<file path="src/hdl/rgb_led_chain_pwm_driver_defines.svh">
// Assertion macros shared by the LED chain driver RTL.
`ifndef RGB_LED_CHAIN_PWM_DRIVER_DEFINES_SVH
`define RGB_LED_CHAIN_PWM_DRIVER_DEFINES_SVH

// Same-cycle implication, checked on i_clk with i_rst_n as the disable.
`define RLCD_ASSERT_IMP(label, ante, cons, msg) \
    label: assert property (@(posedge i_clk) disable iff (!i_rst_n) (ante) |-> (cons)) \
        else $error(msg);

// Next-cycle implication, checked on i_clk with i_rst_n as the disable.
`define RLCD_ASSERT_NXT(label, ante, cons, msg) \
    label: assert property (@(posedge i_clk) disable iff (!i_rst_n) (ante) |=> (cons)) \
        else $error(msg);

`endif

</file>
<file path="src/hdl/rlcd_pkg.sv">
// Types, codes and constants of the LED chain driver.
`timescale 1ns / 1ps

package rlcd_pkg;

    // Colour word and configuration port sizes.
    localparam int COLOUR_W     = 24;
    localparam int CFG_IDX_W    = 3;
    localparam int CFG_DATA_W   = 10;
    localparam int DUTY_W       = 8;
    localparam int IDLE_W       = 10;
    localparam int LEDS_W       = 5;
    localparam int LED_INDEX_W  = 5;

    // Default sizes of the chain.
    localparam int MAX_LEDS_DEF     = 24;
    localparam int BITS_PER_LED_DEF = 24;

    // Register values after reset.
    localparam logic [DUTY_W-1:0] LOW_DUTY_RST    = 8'd13;
    localparam logic [DUTY_W-1:0] HIGH_DUTY_RST   = 8'd26;
    localparam logic [DUTY_W-1:0] PERIOD_LAST_RST = 8'd39;
    localparam logic [IDLE_W-1:0] IDLE_SLOTS_RST  = 10'd120;
    localparam logic [LEDS_W-1:0] LEDS_IN_USE_RST = 5'd24;

    typedef enum logic [1:0] {
        OP_SET   = 2'd0,
        OP_CLEAR = 2'd1,
        OP_START = 2'd2,
        OP_TICK  = 2'd3
    } t_opcode;

    typedef enum logic [CFG_IDX_W-1:0] {
        CFG_LOW_DUTY    = 3'd0,
        CFG_HIGH_DUTY   = 3'd1,
        CFG_PERIOD_LAST = 3'd2,
        CFG_IDLE_SLOTS  = 3'd3,
        CFG_LEDS_IN_USE = 3'd4
    } t_cfg_idx;

    typedef logic [COLOUR_W-1:0] t_colour;

    typedef struct packed {
        t_opcode                opcode;
        logic [LED_INDEX_W-1:0] led_index;
        logic [7:0]             red;
        logic [7:0]             green;
        logic [7:0]             blue;
    } t_in_word;

    typedef struct packed {
        logic line_out;
        logic busy_res;
        logic frame_done;
    } t_out_word;

endpackage

</file>
<file path="src/hdl/rlcd_colour_mem.sv">
// Colour store: synchronous RAM with write forwarding and a clearing pass after reset.
`timescale 1ns / 1ps

module rlcd_colour_mem #(
    parameter int DEPTH  = rlcd_pkg::MAX_LEDS_DEF,
    parameter int ADDR_W = 5
) (
    input  logic              i_clk,
    input  logic              i_rst_n,
    input  logic              i_wr_en,
    input  logic [ADDR_W-1:0] i_wr_addr,
    input  rlcd_pkg::t_colour i_wr_data,
    input  logic [ADDR_W-1:0] i_rd_addr,
    output rlcd_pkg::t_colour o_rd_data,
    output logic              o_clearing
);
    import rlcd_pkg::*;

    t_colour           r_mem [DEPTH];
    t_colour           r_rd_data;
    t_colour           r_fwd_data;
    logic              r_fwd_hit;
    logic              r_clearing;
    logic [ADDR_W-1:0] r_clr_addr;

    logic              w_en;
    logic [ADDR_W-1:0] w_addr;
    t_colour           w_data;

    // The clearing pass owns the write port until every entry holds zero.
    always_comb begin
        if (r_clearing) begin
            w_en   = 1'b1;
            w_addr = r_clr_addr;
            w_data = '0;
        end else begin
            w_en   = i_wr_en;
            w_addr = i_wr_addr;
            w_data = i_wr_data;
        end
    end

    // Clearing pass: one entry a cycle from the bottom of the store.
    always_ff @(posedge i_clk) begin
        if (!i_rst_n) begin
            r_clearing <= 1'b1;
            r_clr_addr <= '0;
        end else if (r_clearing) begin
            if (r_clr_addr == ADDR_W'(DEPTH - 1)) begin
                r_clearing <= 1'b0;
            end else begin
                r_clr_addr <= r_clr_addr + 1'b1;
            end
        end
    end

    // Storage array, written and read on the same edge.
    always_ff @(posedge i_clk) begin
        if (w_en) begin
            r_mem[w_addr] <= w_data;
        end
        r_rd_data <= r_mem[i_rd_addr];
    end

    // A write to the entry being read returns the new word on the next cycle.
    always_ff @(posedge i_clk) begin
        if (!i_rst_n) begin
            r_fwd_hit <= 1'b0;
        end else begin
            r_fwd_hit <= w_en && (w_addr == i_rd_addr);
        end
        r_fwd_data <= w_data;
    end

    assign o_rd_data  = r_fwd_hit ? r_fwd_data : r_rd_data;
    assign o_clearing = r_clearing;

endmodule

</file>
<file path="src/hdl/rlcd_slot_div.sv">
// Maps the next bit period to an LED address and, in the following cycle, a bit position.
`timescale 1ns / 1ps

module rlcd_slot_div #(
    parameter int MAX_LEDS     = rlcd_pkg::MAX_LEDS_DEF,
    parameter int BITS_PER_LED = rlcd_pkg::BITS_PER_LED_DEF,
    parameter int SLOT_W       = 11,
    parameter int ADDR_W       = 5,
    parameter int POS_W        = 5
) (
    input  logic                        i_clk,
    input  logic [SLOT_W-1:0]           i_slot_next,
    input  logic [rlcd_pkg::IDLE_W-1:0] i_idle_next,
    output logic [ADDR_W-1:0]           o_rd_addr,
    output logic [POS_W-1:0]            o_pos
);
    import rlcd_pkg::*;

    // Reciprocal of the bit count, exact for every offset below 2**SLOT_W.
    localparam int SHIFT  = SLOT_W + POS_W;
    localparam int RECIP  = ((1 << SHIFT) + BITS_PER_LED - 1) / BITS_PER_LED;
    localparam int PROD_W = 2 * SLOT_W + POS_W + 1;

    logic [SLOT_W-1:0] w_d;
    logic [PROD_W-1:0] w_prod;
    logic [SLOT_W-1:0] w_q;
    logic [SLOT_W-1:0] r_d;
    logic [SLOT_W-1:0] r_q;
    logic [SLOT_W-1:0] w_rem;

    // Offset into the LED data and its quotient by the bits per LED.
    always_comb begin
        w_d    = i_slot_next - SLOT_W'(i_idle_next);
        w_prod = PROD_W'(w_d) * PROD_W'(RECIP);
        w_q    = w_prod[SHIFT +: SLOT_W];
    end

    // An offset outside the chain reads entry zero; its data is not used.
    assign o_rd_addr = (w_q < SLOT_W'(MAX_LEDS)) ? ADDR_W'(w_q) : '0;

    always_ff @(posedge i_clk) begin
        r_d <= w_d;
        r_q <= w_q;
    end

    // Remainder gives the bit position within the LED word.
    assign w_rem = r_d - r_q * SLOT_W'(BITS_PER_LED);
    assign o_pos = POS_W'(w_rem);

endmodule

</file>
<file path="src/hdl/rgb_led_chain_pwm_driver.sv">
// Top level of the single-wire RGB LED chain driver.
// Stage one executes an accepted word and its result is registered in the output register.
// Throughput: one word per cycle unless i_out_stall or the clearing pass holds the flow; the
// colour store read for the next bit period is issued from the next frame state, so one read
// port keeps up with a tick on every cycle. Reset: registers take reset values at once, then
// a clearing pass zeroes the colour store while o_in_stall stays high; config writes are taken.
`timescale 1ns / 1ps

module rgb_led_chain_pwm_driver #(
    parameter int MAX_LEDS     = rlcd_pkg::MAX_LEDS_DEF,
    parameter int BITS_PER_LED = rlcd_pkg::BITS_PER_LED_DEF
) (
    input  logic                            i_clk,
    input  logic                            i_rst_n,
    input  logic                            i_in_valid,
    output logic                            o_in_stall,
    input  rlcd_pkg::t_in_word              i_in_word,
    output logic                            o_out_valid,
    input  logic                            i_out_stall,
    output rlcd_pkg::t_out_word             o_out_word,
    input  logic                            i_cfg_we,
    input  logic [rlcd_pkg::CFG_IDX_W-1:0]  i_cfg_idx,
    input  logic [rlcd_pkg::CFG_DATA_W-1:0] i_cfg_data
);
    import rlcd_pkg::*;

    `include "rgb_led_chain_pwm_driver_defines.svh"

    localparam int IDLE_MAX  = (1 << IDLE_W) - 1;
    localparam int SLOT_W    = $clog2(IDLE_MAX + 1 + MAX_LEDS * BITS_PER_LED);
    localparam int ADDR_W    = (MAX_LEDS > 1) ? $clog2(MAX_LEDS) : 1;
    localparam int POS_W     = $clog2(BITS_PER_LED);
    localparam int LEDS_RST  = (int'(LEDS_IN_USE_RST) > MAX_LEDS) ? MAX_LEDS
                                                                  : int'(LEDS_IN_USE_RST);
    localparam int TOTAL_RST = int'(IDLE_SLOTS_RST) + LEDS_RST * BITS_PER_LED;

    // Configuration registers and their next values.
    logic [DUTY_W-1:0] r_low_duty,    n_low_duty;
    logic [DUTY_W-1:0] r_high_duty,   n_high_duty;
    logic [DUTY_W-1:0] r_period_last, n_period_last;
    logic [IDLE_W-1:0] r_idle_slots,  n_idle_slots;
    logic [LEDS_W-1:0] r_leds_in_use, n_leds_in_use;
    logic [SLOT_W-1:0] r_total,       n_total;
    logic [SLOT_W-1:0] w_leds_sent;

    // Frame state.
    logic              r_sending, n_sending;
    logic [SLOT_W-1:0] r_slot,    n_slot;
    logic [DUTY_W-1:0] r_tick,    n_tick;
    logic [SLOT_W-1:0] w_slot_inc;

    // Pipeline registers.
    logic              r_s1_valid;
    t_in_word          r_s1_word;
    logic              r_out_valid;
    t_out_word         r_out_word;
    t_out_word         w_result;
    logic              w_out_ready;
    logic              w_s1_fire;
    logic              w_in_accept;

    // Colour store interface.
    logic              w_wr_en;
    logic [ADDR_W-1:0] w_wr_addr;
    t_colour           w_wr_data;
    logic [ADDR_W-1:0] w_rd_addr;
    t_colour           w_colour;
    logic              w_clearing;
    logic [POS_W-1:0]  w_pos;
    t_colour           w_colour_sh;
    logic              w_bit;
    logic [DUTY_W-1:0] w_duty;

    // Decode a configuration write into the next register values.
    always_comb begin
        n_low_duty    = r_low_duty;
        n_high_duty   = r_high_duty;
        n_period_last = r_period_last;
        n_idle_slots  = r_idle_slots;
        n_leds_in_use = r_leds_in_use;
        if (i_cfg_we) begin
            case (t_cfg_idx'(i_cfg_idx))
                CFG_LOW_DUTY:    n_low_duty    = i_cfg_data[DUTY_W-1:0];
                CFG_HIGH_DUTY:   n_high_duty   = i_cfg_data[DUTY_W-1:0];
                CFG_PERIOD_LAST: n_period_last = i_cfg_data[DUTY_W-1:0];
                CFG_IDLE_SLOTS:  n_idle_slots  = i_cfg_data[IDLE_W-1:0];
                CFG_LEDS_IN_USE: n_leds_in_use = i_cfg_data[LEDS_W-1:0];
                default: begin
                end
            endcase
        end
    end

    // Frame length in bit periods, with the LED count limited to the store depth.
    always_comb begin
        if (SLOT_W'(n_leds_in_use) > SLOT_W'(MAX_LEDS)) begin
            w_leds_sent = SLOT_W'(MAX_LEDS);
        end else begin
            w_leds_sent = SLOT_W'(n_leds_in_use);
        end
        n_total = SLOT_W'(n_idle_slots) + w_leds_sent * SLOT_W'(BITS_PER_LED);
    end

    always_ff @(posedge i_clk) begin
        if (!i_rst_n) begin
            r_low_duty    <= LOW_DUTY_RST;
            r_high_duty   <= HIGH_DUTY_RST;
            r_period_last <= PERIOD_LAST_RST;
            r_idle_slots  <= IDLE_SLOTS_RST;
            r_leds_in_use <= LEDS_IN_USE_RST;
            r_total       <= SLOT_W'(TOTAL_RST);
        end else begin
            r_low_duty    <= n_low_duty;
            r_high_duty   <= n_high_duty;
            r_period_last <= n_period_last;
            r_idle_slots  <= n_idle_slots;
            r_leds_in_use <= n_leds_in_use;
            r_total       <= n_total;
        end
    end

    // Handshake: the output register frees stage one, stage one frees the input.
    assign w_out_ready = !r_out_valid || !i_out_stall;
    assign w_s1_fire   = r_s1_valid && w_out_ready;
    assign o_in_stall  = w_clearing || (r_s1_valid && !w_out_ready);
    assign w_in_accept = i_in_valid && !o_in_stall;

    // Data bit of the current period, most significant colour bit first.
    assign w_colour_sh = w_colour << w_pos;
    assign w_bit       = w_colour_sh[COLOUR_W-1];
    assign w_duty      = w_bit ? r_high_duty : r_low_duty;
    assign w_slot_inc  = r_slot + 1'b1;

    // Stage one: execute the word against the frame state and the colour store.
    always_comb begin
        n_sending  = r_sending;
        n_slot     = r_slot;
        n_tick     = r_tick;
        w_wr_en    = 1'b0;
        w_wr_addr  = ADDR_W'(r_s1_word.led_index);
        w_wr_data  = {r_s1_word.green, r_s1_word.red, r_s1_word.blue};
        w_result   = '0;
        if (w_s1_fire) begin
            case (r_s1_word.opcode)
                OP_SET: begin
                    w_wr_en = 32'(r_s1_word.led_index) < 32'(MAX_LEDS);
                end
                OP_CLEAR: begin
                    w_wr_en   = 32'(r_s1_word.led_index) < 32'(MAX_LEDS);
                    w_wr_data = '0;
                end
                OP_START: begin
                    if (!r_sending) begin
                        n_sending = 1'b1;
                        n_slot    = '0;
                        n_tick    = '0;
                    end
                end
                OP_TICK: begin
                    if (r_sending) begin
                        if (r_slot >= r_total) begin
                            // Frame already complete, as after a shrinking write.
                            n_sending           = 1'b0;
                            w_result.frame_done = 1'b1;
                        end else begin
                            if (r_slot >= SLOT_W'(r_idle_slots)) begin
                                w_result.line_out = r_tick < w_duty;
                            end
                            if (r_tick >= r_period_last) begin
                                n_tick = '0;
                                n_slot = w_slot_inc;
                                if (w_slot_inc >= r_total) begin
                                    n_sending           = 1'b0;
                                    w_result.frame_done = 1'b1;
                                end
                            end else begin
                                n_tick = r_tick + 1'b1;
                            end
                        end
                    end
                end
                default: begin
                end
            endcase
        end
        w_result.busy_res = n_sending;
    end

    always_ff @(posedge i_clk) begin
        if (!i_rst_n) begin
            r_sending   <= 1'b0;
            r_slot      <= '0;
            r_tick      <= '0;
            r_s1_valid  <= 1'b0;
            r_out_valid <= 1'b0;
        end else begin
            r_sending <= n_sending;
            r_slot    <= n_slot;
            r_tick    <= n_tick;
            if (w_in_accept) begin
                r_s1_valid <= 1'b1;
            end else if (w_s1_fire) begin
                r_s1_valid <= 1'b0;
            end
            if (w_s1_fire) begin
                r_out_valid <= 1'b1;
            end else if (!i_out_stall) begin
                r_out_valid <= 1'b0;
            end
        end
    end

    // Payload registers of both stages.
    always_ff @(posedge i_clk) begin
        if (w_in_accept) begin
            r_s1_word <= i_in_word;
        end
        if (w_s1_fire) begin
            r_out_word <= w_result;
        end
    end

    assign o_out_valid = r_out_valid;
    assign o_out_word  = r_out_word;

    // The read for the next cycle follows the frame state as it will then stand.
    rlcd_slot_div #(
        .MAX_LEDS     (MAX_LEDS),
        .BITS_PER_LED (BITS_PER_LED),
        .SLOT_W       (SLOT_W),
        .ADDR_W       (ADDR_W),
        .POS_W        (POS_W)
    ) u_slot_div (
        .i_clk       (i_clk),
        .i_slot_next (n_slot),
        .i_idle_next (n_idle_slots),
        .o_rd_addr   (w_rd_addr),
        .o_pos       (w_pos)
    );

    rlcd_colour_mem #(
        .DEPTH  (MAX_LEDS),
        .ADDR_W (ADDR_W)
    ) u_colour_mem (
        .i_clk      (i_clk),
        .i_rst_n    (i_rst_n),
        .i_wr_en    (w_wr_en),
        .i_wr_addr  (w_wr_addr),
        .i_wr_data  (w_wr_data),
        .i_rd_addr  (w_rd_addr),
        .o_rd_data  (w_colour),
        .o_clearing (w_clearing)
    );

    // No word enters while the store is being cleared.
    `RLCD_ASSERT_IMP(a_no_accept_clearing, w_clearing, o_in_stall, "word taken while clearing")
    // A finished frame reports itself as no longer busy.
    `RLCD_ASSERT_IMP(a_done_not_busy, o_out_valid && o_out_word.frame_done,
                     !o_out_word.busy_res, "frame_done with busy set")
    // The line only goes high within a frame.
    `RLCD_ASSERT_IMP(a_line_in_frame, o_out_valid && o_out_word.line_out,
                     o_out_word.busy_res || o_out_word.frame_done, "line high outside a frame")
    // A start while idle opens a frame at its first period.
    `RLCD_ASSERT_NXT(a_start_opens, w_s1_fire && (r_s1_word.opcode == OP_START) && !r_sending,
                     r_sending && (r_slot == '0) && (r_tick == '0), "start did not open a frame")

endmodule

</file>
<file path="config.mk">
export PLATFORM = sky130hd
export DESIGN_NAME = rgb_led_chain_pwm_driver
export DESIGN_NICKNAME = d
export VERILOG_FILES = /design/src/hdl/rlcd_pkg.sv /design/src/hdl/rlcd_colour_mem.sv /design/src/hdl/rlcd_slot_div.sv /design/src/hdl/rgb_led_chain_pwm_driver.sv
export VERILOG_INCLUDE_DIRS = /design/src /design/src/hdl
export SDC_FILE = /design/constraint.sdc
export NUM_CORES = 1
export LEC_CHECK = 0
export BUFFER_PORTS_ARGS = -buffer_cell sky130_fd_sc_hd__buf_4
export CAP_MARGIN = 25
export CORE_MARGIN = 2
export CORE_UTILIZATION = 30
export DETAILED_ROUTE_END_ITERATION = 10
export PLACE_DENSITY = 0.5
export SLEW_MARGIN = 20
export SYNTH_ARGS = -nofsm -noshare
export SYNTH_HDL_FRONTEND = slang
export SYNTH_SLANG_ARGS = --single-unit
</file>
<file path="constraint.sdc">
create_clock -name i_clk -period 10.9 [get_ports i_clk]
set_clock_uncertainty 0.05 [all_clocks]
set_input_delay 1.09 -clock i_clk [delete_from_list [all_inputs] [get_ports i_clk]]
set_output_delay 1.09 -clock i_clk [all_outputs]
set_load 0.02 [all_outputs]
</file>
# Word level (Yosys, flattened, before mapping)
# Memory sizes are Yosys's and may differ from the RTL's. A register that Yosys moved wholly into a read port is not among the register bits.
# Cells that the tools add are included.
# op_classes
n_addsub	6
n_mul	3
magnitude_cmp	8
eq_ne	13
shifts	1
mux	43
n_bitwise	4
reduce_logical	22
# ops
operator	count
$mux W24	4
$mux W11	5
$mux W8	5
$mux W5	5
$shl A24 B5 Y24	1
$mul A11 B12 Y23 const B	1
$ge A11 B11 Y1	2
$pmux W11 S2	1
$mux W10	2
$mux W1	19
$pmux W8 S2	1
$add A10 B11 Y11	1
$add A11 B1 Y11 const B	1
$ge A11 B10 Y1	1
$mul A11 B2 Y8 const B	1
$sub A11 B10 Y11	1
$reduce_and A2 Y1	5
$add A8 B1 Y8 const B	1
$ge A8 B8 Y1	1
$lt A8 B8 Y1	1
$lt A7 B5 Y1 const B	1
$mul A7 B2 Y2 const B	1
$eq A3 B2 Y1 const B	2
$ne A2 B2 Y1 const B	3
other kinds (22)	34
# word_totals
register_bits	149
ramBits	576
inputBits	49
out_inout_bits	5
word_cells	126
memories	1
# mem_list
memory	words	width	read_ports	rd_clocked_by_memory_dff	wr	line	source
u_colour_mem.r_mem	24	24	1	1	1	rlcd_colour_mem.sv:19	t_colour r_mem [DEPTH];

# Depth between registers and ports, before layout
# logic_depth
depth_word	12
depth_mapped	47

# Cells and area by module
# From an unflattened synthesis, not the netlist that was laid out.
# unflattened
cells_unflattened	2204
area_unflattened_um2	33291.9
# by_module_without_submodules
mod	instances	cells_each	area_each_um2
rlcd_colour_mem	1	1199	24116.9
rgb_led_chain_pwm_driver	1	672	6206.0
rlcd_slot_div	1	333	2969.1

# Worst setup path after synthesis
# Ideal clock, no wire load.
# synth_timing
path_kind	input-to-reg
start	in i_out_stall
end	reg u_colour_mem.r_rd_data[0] (read register of u_colour_mem.r_mem)
setup_time_ps	130
arrival_time_ps	9804
required_time_ps	10720
slack_ps	915
path_stages	37
n_path_buf	1
cell_sequence	a21boi_0 > nand2_1 > nor2_1 > nand4_1 > nor2_1 > a21oi_1 > ha_1 > fa_1 > nor2b_1 > o21ai_0 > a21boi_0 > o21ai_0 > a21boi_0 > o21a_1 > o21ai_0 > nand2b_1 > a21oi_1 > xnor2_1 > ha_1 > inv_1 > fa_1 > fa_1 > fa_1 > fa_1 > inv_1 > ha_1 > and2_1 > and2_1 > a22oi_2 > nand3_1 > o211a_2 > a2111o_1 > nor2_2 > clkbuf_1 > mux4_2 > a22oi_1 > o211ai_1
# synth_via
elab_chain_cells	8
# synth_rtl
item	line	source
start: declaration	rgb_led_chain_pwm_driver.sv:19	input logic i_out_stall,
$logic_not A1 Y1 *	n/a	
$logic_or A1 B1 Y1 *	rgb_led_chain_pwm_driver.sv:123	assign w_out_ready = !r_out_valid || !i_out_stall;
$logic_and A1 B1 Y1 *	rgb_led_chain_pwm_driver.sv:124	assign w_s1_fire = r_s1_valid && w_out_ready;
$mux W11 *	rgb_led_chain_pwm_driver.sv:143	if (w_s1_fire) begin
$sub A11 B10 Y11 *	rlcd_slot_div.sv:33	w_d = i_slot_next - SLOT_W'(i_idle_next);
$mul A11 B12 Y23 *	rlcd_slot_div.sv:34	w_prod = PROD_W'(w_d) * PROD_W'(RECIP);
$lt A7 B5 Y1	rlcd_slot_div.sv:39	assign o_rd_addr = (w_q < SLOT_W'(MAX_LEDS)) ? ADDR_W'(w_q) : '0;
$mux W5 *	rlcd_slot_div.sv:39	
end: declaration	rlcd_colour_mem.sv:20	t_colour r_rd_data;
# Mark *: on every way between the ends. The rest lies on a longest branch, timed or not.
# A chain may end at the register's enable or synchronous reset.

# Worst setup path after layout
# layout_timing
start	reg r_tick[0]
end	reg u_colour_mem.r_rd_data[22] (read register of u_colour_mem.r_mem)
# layout_via
elab_chain_cells	10
# layout_rtl
item	line	source
start: declaration	rgb_led_chain_pwm_driver.sv:49	logic [DUTY_W-1:0] r_tick, n_tick;
start signal: assignment	rgb_led_chain_pwm_driver.sv:199	r_tick <= n_tick;
$ge A8 B8 Y1 *	rgb_led_chain_pwm_driver.sv:169	if (r_tick >= r_period_last) begin
$mux W11 *	rgb_led_chain_pwm_driver.sv:169	
$mux W11 *	rgb_led_chain_pwm_driver.sv:161	if (r_slot >= r_total) begin
$mux W11 *	rgb_led_chain_pwm_driver.sv:160	if (r_sending) begin
$pmux W11 S2 *	rgb_led_chain_pwm_driver.sv:144	case (r_s1_word.opcode)
$mux W11 *	rgb_led_chain_pwm_driver.sv:143	
$sub A11 B10 Y11 *	rlcd_slot_div.sv:33	
$mul A11 B12 Y23 *	rlcd_slot_div.sv:34	
$lt A7 B5 Y1	rlcd_slot_div.sv:39	
$mux W5 *	rlcd_slot_div.sv:39	
# Marks and branches as above.

==> flow_summary.yaml <==
run_status:
  status: "finished clean"
power_and_ir_drop:
  p_sw_share_pct: 34.7
  pwr-share-comb_pct: 31.5
  power.density_nw_per_um2: 226
  total_power_w: 0.00890
  power_frac_clock_pct: 32.7
  p_int_w: 0.00581
  p_sw_w: 0.00309
  vdd_drop_max_mv: 0.317
  seq_power_share_pct: 35.8
  p_leak_nw: 14.8
global_route:
  gr-total-overflow: 0
  grt.busiest_layer: "met2"
  met1_usage_pct: 23.7
  track_usage_pct: 17.1
  grt_pass1_wl_mm: 143
  grt_pass1_vias: 21481
  antenna_found_initial: 4
  grt_util_met2_pct: 27.9
  grt_max_degree: 79
  use_met3_pct: 2.91
detailed_routing:
  wl_mm: 97.6
  ant_nets: 0
  drcViolationCount: 0
  wl_per_cell_um: 23.2
  vias: 21604
  viasPerCell: 5.13
  firstDrtPassIters: 5
  drt-initial-drc-count: 2139
sta:
  finalSetupViolCount: 0
  slew_viol_final: 0
  worst_slack_ps: 694
  fmax_ghz: 0.0980
  finalCritPeriodShare_pct: 93.6
  worst_pin_slew_ps: 1080
  rsz0062_at_grt: "no"
  maxSlewHeadroom_pct: 27.6
  period_needed_ps: 10210
  finalSetupTns_ps: 0
  finalHoldViolCount: 0
worst_setup_path:
  r2r-start: "r_tick[0]"
  cpPeakStageDelay_ps: 580
  cp.depth: 45
  r2r-end: "u_colour_mem.r_rd_data[22]"
  crit_type: "flop to flop"
  startpoint: "r_tick[0]"
  cp.buffers_inverters: 6
  path_delay_family: "adder cells"
  r2r_slack_ps: 690
  cp.arrival_ps: 10640
  crit_fanout: 37
  slowest_stage: "mux4_2"
  crit_path_end_kind: "flop"
  cp.required_ps: 11330
  timing.critical_path.mode_cell: "fa_1"
  ff2ff_path_depth: 45
  worstSetupStartpointType: "flop"
floorplan:
  core_sq_um: 109000
  initial_core_util_pct: 30.3
  die_w_um: 336
  die_h_um: 336
  row_count: 121
  pin_count: 54
  dieArea_sq_um: 113000
cts:
  clock-root-buffer: "clkbuf_16"
  cts_made_buffers: 81
  cts_tree: "done"
  postCtsHoldBufs: 0
  cts.sinks: 741
  clkSlewWorstSetupHoldPaths_ps: 60
  h-tree-depth: 3
  clock_path_buffers: 3
  clk_latency_ps: 650
synthesis:
  synth_cell_types: 72
  synth_edf_count: 610
  ys_ff_latch: 741
  synthesis.instances: 2536
  syn_area_per_cell_sq_um: 13.1
  syn_area_sq_um: 33100
  yosysSeqAreaShare_pct: 63.2
  yosys_warnings: 0
  ys.flop_type: "edfxtp_1"
  syn-num-nets: 2760
  async_reset_ff_share_pct: 0
placed_design:
  port_buffers: 53
  gp_congestion: 0.859
  place_ws_ps: -17.9
  dpl.hpwl_mm: 63.3
layout:
  num_antenna_cells: 0
  drive_gt1_share_pct: 14.9
  nFillCells: 10461
  area_delta_synth_final_pct: 18.9
  nets: 2892
worst_hold_path:
  holdCritStartpoint: "r_low_duty[5]"
  holdPathStages: 2
  hold_end: "r_low_duty[5]"
  min_path_type: "flop to flop"
run:
  maxCapViolations: 0
[flip-flops by register name (all words and copies together), names as in the netlist, 10 cells and up]
register,count
r_idle_slots,10
r_s1_word,26
r_slot,11
u_colour_mem.r_fwd_data,24
u_colour_mem.r_mem,576
u_colour_mem.r_rd_data,24
[cells in the final DEF (no fill, tap or decap), types with 26 or more instances in the layout]
cell type	Yosys	layout
edfxtp_1	610	610
and2_1	42	40
o22ai_1	31	30
mux2i_1	106	105
inv_1	123	123
o21ai_0	88	81
buf_4	2	134
nor2_4	0	26
a21oi_1	107	106
dfxtp_1	131	131
fa_1	36	36
nand2_1	255	255
mux4_2	31	31
nand3_1	89	87
a221oi_1	27	27
nor2_1	191	164
ha_1	139	139
clkbuf_16	0	81
[worst max path at each step]
stage	endpoint	slack [ps]
2_1_floorplan	u_colour_mem.r_rd_data[0]	920
3_5_place_dp	u_colour_mem.r_rd_data[14]	-20
4_1_cts	u_colour_mem.r_rd_data[5]	80
5_1_grt	u_colour_mem.r_rd_data[7]	10
6_report	u_colour_mem.r_rd_data[22]	690
3_3_place_gp	u_colour_mem.r_rd_data[11]	180
[layout make-up]
class,count,area (sq um),area share [%]
sequential,741,20900,53.2
clock buffer,100,2150,5.46
timing repair buffer,168,1700,4.31
inverter,125,472,1.20
tap,1476,1850,4.69
multi-input combinational,1551,11600,29.4
clock inverter,50,697,1.77
[cell families after synthesis]
family | synth area share, %
compound gates | 10.2
xor+xnor | 0.952
fa+ha+maj | 7.43
buf+inv | 2.90
flops | 63.2
mux | 5.75
simple gates | 9.57
[power groups by stage]
stage	sequential [W]	combinational [W]	clock, W
detailed placement	0.00324	0.00275	0
global placement	0.00325	0.00270	0
floorplan	0.00320	0.00174	0
finish	0.00319	0.00280	0.00291
CTS	0.00319	0.00276	0.00296
global route	0.00319	0.00302	0.00307
[cell usage after synthesis, types with 16 or more instances]
library cell	number	area share [%]
edfxtp_1	610	55
nand2_1	255	2.9
nor2_1	191	2.2
ha_1	139	5.3
dfxtp_1	131	7.9
inv_1	123	1.4
a21oi_1	107	1.6
mux2i_1	106	3.2
nand3_1	89	1.3
o21ai_0	88	1.3
clkbuf_1	72	0.82
and2_1	42	0.79
fa_1	36	2.2
mux4_2	31	2.1
o22ai_1	31	0.59
buf_2	30	0.45
a221oi_1	27	0.71
nor3_1	26	0.39
xnor2_1	26	0.69
o211ai_1	25	0.57
a21o_1	23	0.52
a21boi_0	20	0.45
and3_1	19	0.36
a22o_1	18	0.48
o221ai_1	18	0.48
nand2b_1	16	0.30
[timing repair]
action	CTS	global route
gates resized for setup	1	32
pin swaps	0	4
endpoints found under the setup margin	8	25
buffers inserted	0	6
[worst register-to-register path: cells and delay by family (launching register included)]
kind            cells  cell delay, ps
xor+xnor            1             170
buf+inv             6             860
simple gates        7             880
fa+ha+maj           9            3610
mux                 1             590
compound gates     21            3550
flops               1             330
[layer usage]
layer,up-vias,wire length [um]
li1,9775,-
met1,10969,43600
met2,750,45800
met3,110,6390
met4,0,1810
met5,-,0
[per-stage QoR]
step / util [%] / cells / cell area, sq um / hold slack (ps)
4_1_cts: 35.9 / 4203 / 39200 / 404
6_report: 36.1 / 4211 / 39400 / 406
3_5_place_dp: 33.3 / 4053 / 36300 / 396
5_1_grt: 36.1 / 4211 / 39400 / 436
3_3_place_gp: 33.0 / 4039 / 36000 / 393
2_1_floorplan: - / 2536 / 33100 / 386
Note: power is estimated with default switching activity, not from simulation.
